**src/hdl/rpc_pkg.sv**
```systemverilog
`timescale 1ns / 1ps

package rpc_pkg;

  localparam int GRID_SIZE_DEF = 16;
  localparam int IN_W          = 4;
  localparam int CNT_W         = 63;

  localparam logic [CNT_W-1:0] COUNT_MAX = '1;

  // row sum and token handed from one column cell to the next
  typedef struct packed {
    logic             token;
    logic             origin;
    logic             ovf;
    logic [CNT_W-1:0] rsum;
    logic [CNT_W-1:0] cnt;
  } link_t;

endpackage

```
**src/hdl/rpc_cell.sv**
```systemverilog
`timescale 1ns / 1ps

module rpc_cell (
  input  logic          clk,
  input  logic          rst,
  input  logic          clear,
  input  rpc_pkg::link_t link_in,
  output rpc_pkg::link_t link_out
);

  logic [rpc_pkg::CNT_W-1:0] col_sum;
  logic [rpc_pkg::CNT_W+1:0] s_cell;
  logic [rpc_pkg::CNT_W+1:0] s_row;
  logic [rpc_pkg::CNT_W+1:0] s_col;
  logic [rpc_pkg::CNT_W-1:0] cell_next;
  logic [rpc_pkg::CNT_W-1:0] rsum_next;
  logic [rpc_pkg::CNT_W-1:0] col_next;
  logic                      ovf_next;

  // cell = r + c, row sum = 2r + c, column sum = r + 2c, all saturating; all 1 at the origin
  always_comb begin
    s_cell = {2'b00, link_in.rsum} + {2'b00, col_sum};
    s_row  = {1'b0, link_in.rsum, 1'b0} + {2'b00, col_sum};
    s_col  = {2'b00, link_in.rsum} + {1'b0, col_sum, 1'b0};
    if (link_in.origin) begin
      cell_next = rpc_pkg::CNT_W'(1);
      rsum_next = rpc_pkg::CNT_W'(1);
      col_next  = rpc_pkg::CNT_W'(1);
      ovf_next  = link_in.ovf;
    end else begin
      cell_next = (s_cell[rpc_pkg::CNT_W+1:rpc_pkg::CNT_W] != 2'b00) ?
                  rpc_pkg::COUNT_MAX : s_cell[rpc_pkg::CNT_W-1:0];
      rsum_next = (s_row[rpc_pkg::CNT_W+1:rpc_pkg::CNT_W] != 2'b00) ?
                  rpc_pkg::COUNT_MAX : s_row[rpc_pkg::CNT_W-1:0];
      col_next  = (s_col[rpc_pkg::CNT_W+1:rpc_pkg::CNT_W] != 2'b00) ?
                  rpc_pkg::COUNT_MAX : s_col[rpc_pkg::CNT_W-1:0];
      ovf_next  = link_in.ovf
                  || (s_row[rpc_pkg::CNT_W+1:rpc_pkg::CNT_W] != 2'b00)
                  || (s_col[rpc_pkg::CNT_W+1:rpc_pkg::CNT_W] != 2'b00);
    end
  end

  always_ff @(posedge clk) begin
    if (rst || clear) begin
      link_out.token <= 1'b0;
    end else begin
      link_out.token <= link_in.token;
    end
    if (clear) begin
      col_sum <= '0;
    end else if (link_in.token) begin
      col_sum         <= col_next;
      link_out.origin <= 1'b0;
      link_out.ovf    <= ovf_next;
      link_out.rsum   <= rsum_next;
      link_out.cnt    <= cell_next;
    end
  end

endmodule

```
**config.mk**
```make
export PLATFORM = sky130hd
export DESIGN_NAME = rpc_cell
export DESIGN_NICKNAME = d
export VERILOG_FILES = /design/src/hdl/rpc_pkg.sv /design/src/hdl/rpc_cell.sv
export SDC_FILE = /design/constraint.sdc
export NUM_CORES = 1
export LEC_CHECK = 0
export BUFFER_PORTS_ARGS = -buffer_cell sky130_fd_sc_hd__buf_2
export CAP_MARGIN = 20
export CORE_UTILIZATION = 45
export CTS_BUF_LIST = sky130_fd_sc_hd__clkbuf_8 sky130_fd_sc_hd__clkbuf_16
export DETAILED_ROUTE_END_ITERATION = 10
export PLACE_DENSITY_LB_ADDON = 0.15
export SETUP_SLACK_MARGIN = 0.15
export SLEW_MARGIN = 40
export SYNTH_ARGS = -nofsm -noshare
export SYNTH_HDL_FRONTEND = slang
export SYNTH_SLANG_ARGS = --single-unit
```
**constraint.sdc**
```tcl
create_clock -name clk -period 8.6 [get_ports clk]
set_input_delay 0.43 -clock clk [delete_from_list [all_inputs] [get_ports clk]]
set_output_delay 0.43 -clock clk [all_outputs]
set_load 0.02 [all_outputs]
```
Word-level counts from Yosys, hierarchy flattened
Cells that the tools add are included.
{ "word_totals": {"ff_bits": 191, "latch_bits": 0, "mem_bits_rw": 0, "rom_bits": 0, "input_bits": 132, "output_inout_bits": 129, "wordCells": 25, "n_memories": 0} }
{ "op_classes": {"n_addsub": 3, "mul": 0, "div": 0, "n_lt_le_gt_ge": 0, "eq_ne": 0, "shift": 0, "n_mux": 5, "bitwise": 1, "reduce_logical": 9} }
{ "op_table": {"columns": ["operator", "count"], "rows": [
  ["$mux 63", 4],
  ["$add 63x64->65", 1],
  ["$add 64x63->65", 1],
  ["$add 63x63->64", 1],
  ["$reduce_bool 2->1", 3],
  ["$reduce_or 2->1", 2],
  ["$logic_or 1x1->1", 3],
  ["$reduce_and 2->1", 1],
  ["$mux 1", 1],
  ["$not 1->1", 1]
]} }

Logic depth before layout (Yosys ltp)
Gate-level depths: netlist of the first run.
{ "logic_depth": {"word_depth": 5, "ltp_mapped": 14, "ltp_nobuf": 14} }

Worst setup path before layout of the first run
OpenSTA, ideal clock, no wires.
{ "synth_timing": {"kind": "input port to flip-flop", "start": "input clear", "end": "register link_out[0] in the netlist's numbering (enable)", "setup_time_ps": 628, "arrival_ps": 6203, "required_time_ps": 7972, "setup_slack_ps": 1769, "path_stages": 2, "n_path_buf": 1, "cell_sequence": "clkbuf_1 nor2b_1"} }
{ "synth_via": {"elab_chain_len": 2} }
{ "synth_rtl": {"columns": ["element", "line", "text"], "rows": [
  ["from (decl)", "rpc_cell.sv:6", "input logic clear,"],
  ["$not 1->1 (no line)", null, null],
  ["$reduce_and 2->1 (no line)", null, null],
  ["to (decl)", "rpc_cell.sv:8", "output rpc_pkg::link_t link_out"]
]} }
Every way passes these cells.
A chain may end at the register's enable or synchronous reset.

Worst setup path in the final report of the first run
{ "layout_timing": {"start": "register col_sum[1] in the netlist's numbering", "end": "register link_out[126] in the netlist's numbering, data pin"} }
{ "layout_via": {"elab_chain_len": 5, "elab_cells_between_ends": 7, "classes_between": "2 x add/sub; 1 x mux; 4 x reduce/logical"} }
{ "layout_rtl": {"columns": ["element", "line", "text"], "rows": [
  ["from (decl)", "rpc_cell.sv:11", "logic [rpc_pkg::CNT_W-1:0] col_sum;"],
  ["from (signal assigned)", "rpc_cell.sv:52", "col_sum <= col_next;"],
  ["$add 64x63->65", "rpc_cell.sv:23", "s_row = {1'b0, link_in.rsum, 1'b0} + {2'b00, col_sum};"],
  ["$reduce_bool 2->1", "rpc_cell.sv:38", "|| (s_row[rpc_pkg::CNT_W+1:rpc_pkg::CNT_W] != 2'b00)"],
  ["$logic_or 1x1->1", "rpc_cell.sv:38", null],
  ["$logic_or 1x1->1 *", "rpc_cell.sv:39", "|| (s_col[rpc_pkg::CNT_W+1:rpc_pkg::CNT_W] != 2'b00);"],
  ["$mux 1 *", "rpc_cell.sv:25", "if (link_in.origin) begin"],
  ["net ovf_next", "rpc_cell.sv:18", "logic ovf_next;"]
]} }
Mark *: on every way through the listed nets, which the timed path passes. The rest lies on a longest branch.

==> reports/qor.yml, run 1 <==
status:
  status: "complete, no violations"
min_path:
  min_path_type: "in2reg"
synthesis:
  synth-edff-count: 127
  synth_warnings: 0
  seq_area_frac_synth: 0.285
  yosysUniqueCellTypes: 83
  synth_ff_type: "edfxtp_1"
  syn_avg_cell_area_um2: 8.19
  synth_seq_cells: 191
  async_flop_share: 0
  synth_area_um2: 17900
  synth_nets: 2503
  syn_inst: 2181
cts:
  clkSinkCount: 191
  hold_buffers: 0
  ctsLongestPathBuffers: 2
  cts_resized: 0
  cts_setup_buffers: 0
  clockRootBuffer: "clkbuf_16"
  cts_inserted_buffers: 17
  ctsHtreeMaxLevel: 4
  clkTransAtPathRegs_ps: 70
  clkLatencyLatePin_ps: 480
  cts_tree: "built"
place:
  gp_congestion: 0.947
  hpwl_um: 45600
  dp_cells: 2788
  place_area_um2: 19100
  io_buffers: 196
final_layout:
  nFillCells: 3784
  fin_util: 0.506
  fin_nets: 2612
  design_area_um2: 19700
  final_cells: 2821
  num_antenna_cells: 0
  area_growth_pct: 10.3
  drive_gt1_frac: 0.119
detailed_routing:
  drc: 0
  vias_per_cell: 6.04
  vias: 17030
  antenna_left: 0
  wl_per_cell_um: 20.6
  wl_um: 58200
  dr.pass1.iters: 5
  drt-initial-drc-count: 1474
worst_setup_path:
  cp_common_cell: "o21ai_1"
  crit_buf_inv: 1
  cp_top_family: "compound AO/OA/AOI/OAI gates"
  crit_type: "reg2reg"
  endpoint_kind: "flip-flop"
  crit_path_top_delay_cell: "a2111oi_2"
  critPathMaxStageDelay_ps: 620
  crit_arrival_ps: 4850
  crit_chain: "ha_1, fa_1, a21oi_1, o21ai_1, a2111oi_2, nor4_1, o21ai_1, o31ai_2, a21o_1, a311oi_1, a41o_2, buf_4, nor2b_1, o21bai_1"
  crit_required_ps: 8810
  crit_fanout: 49
  worstSetupStartpointType: "flip-flop"
global_routing:
  grt_pass1_vias: 16068
  antenna_found_initial: 0
  grt_max_degree: 78
  grt_use_total: 0.288
  grt_pass1_wl_um: 91700
  overflow: 0
power_and_ir_drop:
  p_per_area_nw_per_um2: 157
  power_leakage_nw: 8.74
  peakVddDrop_uv: 132
sta:
  drv_slew: 0
  rsz0062_at_grt: "no"
  hold_violations: 0
  period_needed_ps: 4640
  slew_headroom: 0.473
  setup_violations: 0
  worst_clock_skew_ps: 14.4
  post-route-period-util: 0.540
  max_freq_ghz: 0.215
  tightest_slew_ps: 783
  setup_tns_ps: 0
floorplan:
  die_h_um: 201
  initial_utilization: 0.459
  core_area_um2: 38900
  num_io_pins: 261
  num_rows: 72
  dieWidth_um: 201
  die-area_um2: 40500
flow_run:
  maxCapViolCount: 0
power by group:
part,internal (mW),switching (mW),total (mW)
clock,0.386,0.413,0.799
sequential,1.06,0.0501,1.11
combinational,0.436,0.751,1.19
final timing paths:
path / cells after the start / end / from / slack [ps]
setup reg to reg: 14 / link_out[126] / col_sum[1] / 3960
hold reg to reg: 2 / col_sum[59] / col_sum[59] / 490
hold / removal: 2 / link_out[128] / rst / 110
setup / recovery: 14 / link_out[126] / col_sum[1] / 3960
layout make-up:
cell class / instances / area [um^2] / share of cell area
multi-input combinational: 1803 / 12000 / 0.609
sequential: 191 / 5090 / 0.259
timing repair buffer: 209 / 1130 / 0.0573
inverter: 68 / 255 / 0.0130
clock inverter: 15 / 141 / 0.00718
clock buffer: 17 / 425 / 0.0216
tap: 518 / 648 / 0.0329
through the flow:
stage                     setup slack, ps  power [mW]  hold WS (ps)
after detailed placement             3870        2.29           485
after global routing                 3730        3.27           101
after global placement               3900        2.28           480
after CTS                            4000        3.10          85.5
final                                3960        3.10           113
after floorplan                      1770        1.98           455
cell usage after synthesis, drive strengths merged (31+ instances only):
master	count	area [um^2]
nand4	52	325
a21oi	381	1910
buf	34	216
xor2	69	604
ha	187	2340
o21bai	46	345
clkbuf	85	320
edfxtp	127	3810
inv	68	255
nor2	112	420
nor3	31	166
dfxtp	64	1280
nand2	205	769
a21o	114	856
xnor2	106	928
nand2b	51	319
o21ai	162	818
nand3	35	175
cell families after synthesis:
kind of cell               after synthesis  synth area share
buffers and inverters                  187            0.0443
adders and majority gates              190             0.134
DFF                                    191             0.285
other                                    1          0.000210
AOI/OAI and AO/OA                      865             0.296
muxes                                    2           0.00140
and+or+nand+nor                        570             0.153
xor gates and xnor gates               175            0.0858
layer usage:
metal  global-route usage  routed length [um]  up-vias  share of wire
li1                     -                   -     8306              -
met1                0.434               28900     8006           0.50
met5                    0                   0        -              0
met3               0.0473                4160       66          0.071
met2                0.418               24000      652           0.41
met4               0.0820                1210        0          0.021
layout by cell type, fill, tap and decap left out, types with 17 or more instances in the layout:
master,netlist,layout
nand2_1,205,205
nor2_1,112,111
dfxtp_1,64,64
a31oi_1,22,22
xor2_1,69,69
nor3_1,30,30
nand3_1,35,35
clkbuf_16,0,17
buf_2,26,193
a21oi_1,380,380
edfxtp_1,127,127
o21bai_1,46,46
nand2b_1,51,51
a21o_1,114,114
nor2b_1,20,19
o21ai_0,145,145
ha_1,187,187
xnor2_1,106,106
nand4_1,52,52
and3_1,17,17
inv_1,68,68
state kept, by name (all words and copies together) (netlist names):
name / cells
link_out: 128
col_sum: 63
Note: power is estimated with default switching activity, not from simulation.
==> inputs of run 2 (changes only) <==
--- a/config.mk
+++ b/config.mk
@@ -5,6 +5,7 @@
 export SDC_FILE = /design/constraint.sdc
 export NUM_CORES = 1
 export LEC_CHECK = 0
+export ABC_AREA = 1
 export BUFFER_PORTS_ARGS = -buffer_cell sky130_fd_sc_hd__buf_2
 export CAP_MARGIN = 20
 export CORE_UTILIZATION = 45
==> constraint.sdc (replaced) <==
create_clock -name clk -period 4.85 [get_ports clk]
set_input_delay 0.2425 -clock clk [delete_from_list [all_inputs] [get_ports clk]]
set_output_delay 0.2425 -clock clk [all_outputs]
set_load 0.02 [all_outputs]
==> run 2 against run 1 <==
Compared with the run above: critical path depth is 4 lower; register-to-register slack worse by 2800 ps; design area is 24% higher; total power is 91% higher; maximum frequency is 26% higher; largest power group unchanged.
==> reports/qor.yml, run 2 <==
status:
  status: "complete, no violations"
floorplan:
  num_io_pins: 261  # unchanged
  die-area_um2: 50100  # +24%
  dieWidth_um: 224  # +11%
  core_area_um2: 48100  # +24%
  initial_utilization: 0.460  # +0.00119
  num_rows: 80  # +11%
  die_h_um: 224  # +11%
synthesis:
  yosys.area.top_type: "nand2_1"
  synth.area.top_cells: "nand2_1, edfxtp_1, ha_1"
  synth.most_common_cell: "nand2_1"
  synth_top_area_frac: 0.185  # -0.0285
  synth_warnings: 0  # unchanged
  yosysUniqueCellTypes: 49  # -41%
  async_flop_share: 0  # unchanged
  syn_avg_cell_area_um2: 6.14  # -25%
  synth-edff-count: 127  # unchanged
  synth_nets: 3929  # +57%
  synth_seq_cells: 191  # unchanged
  synthTopCellsByCount: "nand2_1, inv_1, nor2_1"
  seq_area_frac_synth: 0.230  # -0.0553
  synth_area_um2: 22200  # +24%
  synth_ff_type: "edfxtp_1"
  syn_inst: 3607  # +65%
cts:
  cts_tree: "built"
  clkLatencyLatePin_ps: 510  # +30 ps
  ctsHtreeMaxLevel: 4  # unchanged
  clkTransAtPathRegs_ps: 90  # +20 ps
  cts_setup_buffers: 0  # unchanged
  cts_resized: 0  # unchanged
  cts_inserted_buffers: 17  # unchanged
  clockRootBuffer: "clkbuf_16"
  ctsLongestPathBuffers: 2  # unchanged
  clkSinkCount: 191  # unchanged
  hold_buffers: 2  # +2
power_and_ir_drop:
  power_leakage_nw: 12.3  # +41%
  peakVddDrop_uv: 201  # +52%
  p_per_area_nw_per_um2: 243  # +55%
  power_mw: 5.92  # +91%
place:
  hpwl_um: 75000  # +64%
  dp_slack_ps: 1230  # -2630 ps
  place_area_um2: 23700  # +24%
  gp_congestion: 1.02  # +7.4%
  io_buffers: 196  # unchanged
sta:
  max_freq_ghz: 0.272  # +26%
  worst_clock_skew_ps: 18.5  # +4.08 ps
  period_needed_ps: 3680  # -962 ps
  rsz0062_at_grt: "no"
  layout_setup_ws_ps: 1170  # -2790 ps
  tightest_slew_ps: 787  # +4.21 ps
  drv_slew: 0  # unchanged
  slew_headroom: 0.470  # -0.00354
  hold_violations: 0  # unchanged
  setup_violations: 0  # unchanged
  post-route-period-util: 0.759  # +0.219
  setup_tns_ps: 0  # unchanged
worst_setup_path:
  rrSetupSlack_ps: 1170  # -2790 ps
  crit_type: "reg2reg"
  worstSetupStartpointType: "flip-flop"
  endpoint_kind: "flip-flop"
  crit_required_ps: 5070  # -3740 ps
  crit_fanout: 42  # -14%
  crit_arrival_ps: 3900  # -950 ps
final_layout:
  design_area_um2: 24400  # +24%
  final_common_cell: "nand2_1"
  reg_top3: "link_out: 128 flops, col_sum: 63 flops"
  num_antenna_cells: 0  # unchanged
  final_cell_mix: "nand2_1, inv_1, nor2_1"
  fin_nets: 4104  # +57%
  regMostFlops: "link_out"
  drive_gt1_frac: 0.0835  # -0.0354
  largest_reg_flops: 128  # unchanged
  area_growth_pct: 9.99
detailed_routing:
  drt-initial-drc-count: 1891  # +28%
  vias_per_cell: 5.37  # -11%
  drc: 0  # unchanged
  dr.pass1.iters: 6  # +1
  wl_um: 87300  # +50%
  antenna_left: 0  # unchanged
  wl_per_cell_um: 19.6  # -5.0%
  vias: 23913  # +40%
global_routing:
  overflow: 0  # unchanged
  grt_pass1_wl_um: 130000  # +41%
  grt_use_total: 0.349  # +0.0613
  antenna_found_initial: 0  # unchanged
  grt_pass1_vias: 22536  # +40%
  grt_max_degree: 82  # +5.1%
flow_run:
  maxCapViolCount: 0  # unchanged
min_path:
  min_path_type: "in2reg"
-- run 2: cell count changes in the layout (fill, tap and decap cells not counted), sizes merged, moves of 20 or more --
cell,change
nand4,-27
inv,+500
nor2b,-20
nand2,+896
xnor2,-24
nand3b,+20
nand3,+186
xor2,-24
a21o,-95
nor2,+329
nand2b,-51
-- run 2: metrics by stage --
step                       util  hold WS [ps]  cells
final                     0.506          48.5   4451
after detailed placement  0.493           417   4416
after CTS                 0.506          18.2   4450
after floorplan               -           319   3607
after global placement    0.493           406   4415
after global routing      0.506          60.0   4451
-- run 2: cell type report --
cell class | instances | area (um^2)
tap | 656 | 821
timing repair buffer | 215 | 1170
sequential | 191 | 5090
fill | 5184 | 23800
clock buffer | 17 | 425
multi-input combinational | 2786 | 14500
clock inverter | 15 | 164
inverter | 571 | 2150
-- run 2: final timing paths --
kind / depth (start not counted) / start / endpoint
worst max-delay path: 10 / col_sum[31] / link_out[66]
worst min-delay path: 4 / link_in[128] / col_sum[0]
worst max register to register: 10 / col_sum[31] / link_out[66]
worst min register to register: 2 / col_sum[46] / col_sum[46]
-- run 2: critical path: stages (launching register included) --
cell	delay (ps)
dfxtp_1	530
ha_1	350
a21oi_1	210
o21ai_0	190
a21o_1	230
a21oi_1	130
nand2_1	160
a21oi_1	310
nand3_4	370
inv_4	630
a21oi_1	170
-- run 2: cells by family after synthesis --
logic type	Yosys count	share of synthesized area
other	1	0.000169
xor gates and xnor gates	127	0.0502
and+or+nand+nor	1858	0.343
adders and majority gates	190	0.108
DFF	191	0.230
AOI/OAI and AO/OA	610	0.154
buffers and inverters	630	0.115
-- run 2: where the power goes --
part / switching, mW / internal (mW)
Combinational: 1.70 / 0.798
Sequential: 0.108 / 1.88
Clock: 0.757 / 0.687
Total: 2.56 / 3.36
-- run 2: routing by layer --
metal  vias to the layer above  GRT usage  wire length, um
li1                      11963          -                -
met1                     10833      0.467            38200
met2                       936      0.544            37600
met3                       181     0.0472             6740
met4                         0      0.189             4780
met5                         -          0                0
==> inputs of run 3 (changes only) <==
==> constraint.sdc (replaced) <==
create_clock -name clk -period 3.4 [get_ports clk]
set_input_delay 0.17 -clock clk [delete_from_list [all_inputs] [get_ports clk]]
set_output_delay 0.17 -clock clk [all_outputs]
set_load 0.02 [all_outputs]
==> run 3 against run 2 <==
Compared with the run above: design area rose by 0.48%; worst hold slack gained 110 ps; die area is the same; total power grew 43%; sequential share of layout area is 0.099 points lower; critical endpoint is now link_out[102]; largest cell class unchanged; highest routed layer unchanged.
==> reports/qor.yml, run 3 (synthesized netlist as in run 2, its figures left out) <==
floorplan:
  num_io_pins: 261  # unchanged
  die-area_um2: 50100  # unchanged
  die_h_um: 224  # unchanged
  initial_utilization: 0.460  # unchanged
  core_area_um2: 48100  # unchanged
  dieWidth_um: 224  # unchanged
  num_rows: 80  # unchanged
final_layout:
  final_cell_mix: "nand2_1, inv_1, nor2_1"
  nFillCells: 5280  # +1.9%
  drive_gt1_frac: 0.0864  # +0.00287
  area_growth_pct: 10.5
  multi_input_area_um2: 14500  # about the same
  regArea_um2: 5090  # unchanged
  fin_util: 0.509  # +0.00242
  final_common_cell: "nand2_1"
  fin_nets: 4117  # +0.32%
  regMostFlops: "link_out"
  largest_reg_flops: 128  # unchanged
  num_antenna_cells: 0  # unchanged
  reg_top3: "link_out: 128 flops, col_sum: 63 flops"
global_routing:
  grt_max_degree: 128  # +56%
  grt_pass1_vias: 22304  # -1.0%
  overflow: 0  # unchanged
  antenna_found_initial: 0  # unchanged
  grt_use_total: 0.353  # +0.00426
  grt_pass1_wl_um: 131000  # +0.96%
sta:
  slew_headroom: 0.413  # -0.0564
  max_freq_ghz: 0.330  # +21%
  post-route-period-util: 0.891  # +0.132
  timing.hold.ws_ps: 163  # +115 ps
  rsz0062_at_grt: "no"
  drv_slew: 0  # unchanged
  period_needed_ps: 3030  # -651 ps
  tightest_slew_ps: 880  # +92.9 ps
  setup_tns_ps: 0  # unchanged
  setup_violations: 0  # unchanged
  worst_clock_skew_ps: 23.3  # +4.81 ps
  hold_violations: 0  # unchanged
power_and_ir_drop:
  power.switching_mw: 3.67  # +43%
  sw_frac_of_total: 0.432  # about the same
  clkPwrFrac: 0.245  # about the same
  combPwrFrac: 0.422  # about the same
  p_int_mw: 4.82  # +43%
  sequentialPowerShare: 0.333  # -0.002
  p_per_area_nw_per_um2: 347  # +43%
  peakVddDrop_uv: 371  # +84%
  power_leakage_nw: 12.4  # +0.59%
place:
  gp_congestion: 1.03  # +0.88%
  io_buffers: 196  # unchanged
  hpwl_um: 75500  # +0.67%
detailed_routing:
  vias: 23856  # -0.24%
  antenna_left: 0  # unchanged
  dr.pass1.iters: 6  # unchanged
  vias_per_cell: 5.34  # -0.53%
  drt-initial-drc-count: 2051  # +8.5%
  drc: 0  # unchanged
  wl_um: 88400  # +1.3%
  wl_per_cell_um: 19.8  # +0.98%
cts:
  ctsLongestPathBuffers: 2  # unchanged
  cts_setup_buffers: 0  # unchanged
  cts_inserted_buffers: 17  # unchanged
  clkTransAtPathRegs_ps: 90  # about the same
  ctsHtreeMaxLevel: 4  # unchanged
  cts_tree: "built"
  clkLatencyLatePin_ps: 520  # about the same
  clockRootBuffer: "clkbuf_16"
  clkSinkCount: 191  # unchanged
worst_setup_path:
  worstSetupStartpointType: "flip-flop"
  r2r-end: "link_out[102]"
  crit_arrival_ps: 3250  # -650 ps
  crit_required_ps: 3620  # -1450 ps
  crit_type: "reg2reg"
  cp-startpoint: "col_sum[1]"
  endpoint_kind: "flip-flop"
  crit_fanout: 6  # -86%
  rrSetupSlack_ps: 370  # -800 ps
  reg2reg_depth: 12  # +2
  rr_startpoint: "col_sum[1]"
flow_run:
  maxCapViolCount: 0  # unchanged
min_path:
  min_path_cells: 2  # -2
  hp-start: "link_in[127]"
  hold-path-endpoint: "link_out[80]"
  min_path_type: "in2reg"
status:
  status: "complete, no violations"
==> run 3: cell count changes in the layout (fill, tap and decap cells not counted) <==
cell           delta
buf_12            +3
buf_8             -1
buf_4             +9
buf_16            -1
dlygate4sd3_1     +2
nor2_2            +1
inv_6             +1
inv_8             -1
buf_6             +1
nor2_1            -1
==> run 3: what timing repair did <==
item                                    4_1_cts  5_1_grt
endpoints found under the hold margin         3        0
resized for setup                             0        3
endpoints found under the setup margin        0       13
hold buffers                                  4        0
==> run 3: cell type report <==
class / instances / area share
clock buffer: 17 / 0.0174
clock inverter: 15 / 0.00659
inverter: 571 / 0.0876
multi-input combinational: 2786 / 0.594
sequential: 191 / 0.208
tap: 656 / 0.0335
timing repair buffer: 228 / 0.0526
==> run 3: how the worst max path moves through the flow <==
stage          cells after the start            end
2_1_floorplan                      3    link_out[0]
3_3_place_gp                      18    col_sum[18]
3_5_place_dp                      18    col_sum[18]
4_1_cts                           17    col_sum[18]
5_1_grt                           13   link_out[12]
6_report                          12  link_out[102]
==> run 3: power by group through the flow <==
stage	Clock [mW]	Combinational (mW)	Sequential, mW
3_3_place_gp	0	3.50	2.87
2_1_floorplan	0	2.34	2.93
5_1_grt	2.20	3.93	2.84
3_5_place_dp	0	3.50	2.87
4_1_cts	2.12	3.52	2.82
6_report	2.08	3.58	2.83
==> run 3: routing by layer <==
metal  track usage  vias to the layer above  part of all wire
li1              -                    11989                 -
met1         0.473                    10836              0.44
met5             0                        -                 0
met4         0.173                        0             0.050
met2         0.550                      854              0.43
met3        0.0581                      177             0.077
==> run 3: worst max-delay path: stages, from the launching register on <==
cell and delay [ps]:
dfxtp_1 400, ha_1 250, fa_1 420, nand2_1 90, nand2_1 60, nand3b_1 80, nand2_1 100, nand3_1 100
nand2_1 150, a21oi_1 430, o21bai_1 190, xnor2_1 320, a21oi_1 150
==> run 3: through the flow <==
step / total power [mW] / std cells / instance area [um^2] / setup WS (ps)
final: 8.49 / 4464 / 24500 / 370
after global routing: 8.97 / 4464 / 24500 / 198
after CTS: 8.46 / 4464 / 24500 / 356
after floorplan: 5.27 / 3607 / 22200 / 657
after global placement: 6.37 / 4428 / 23900 / 374
after detailed placement: 6.37 / 4428 / 23900 / 363
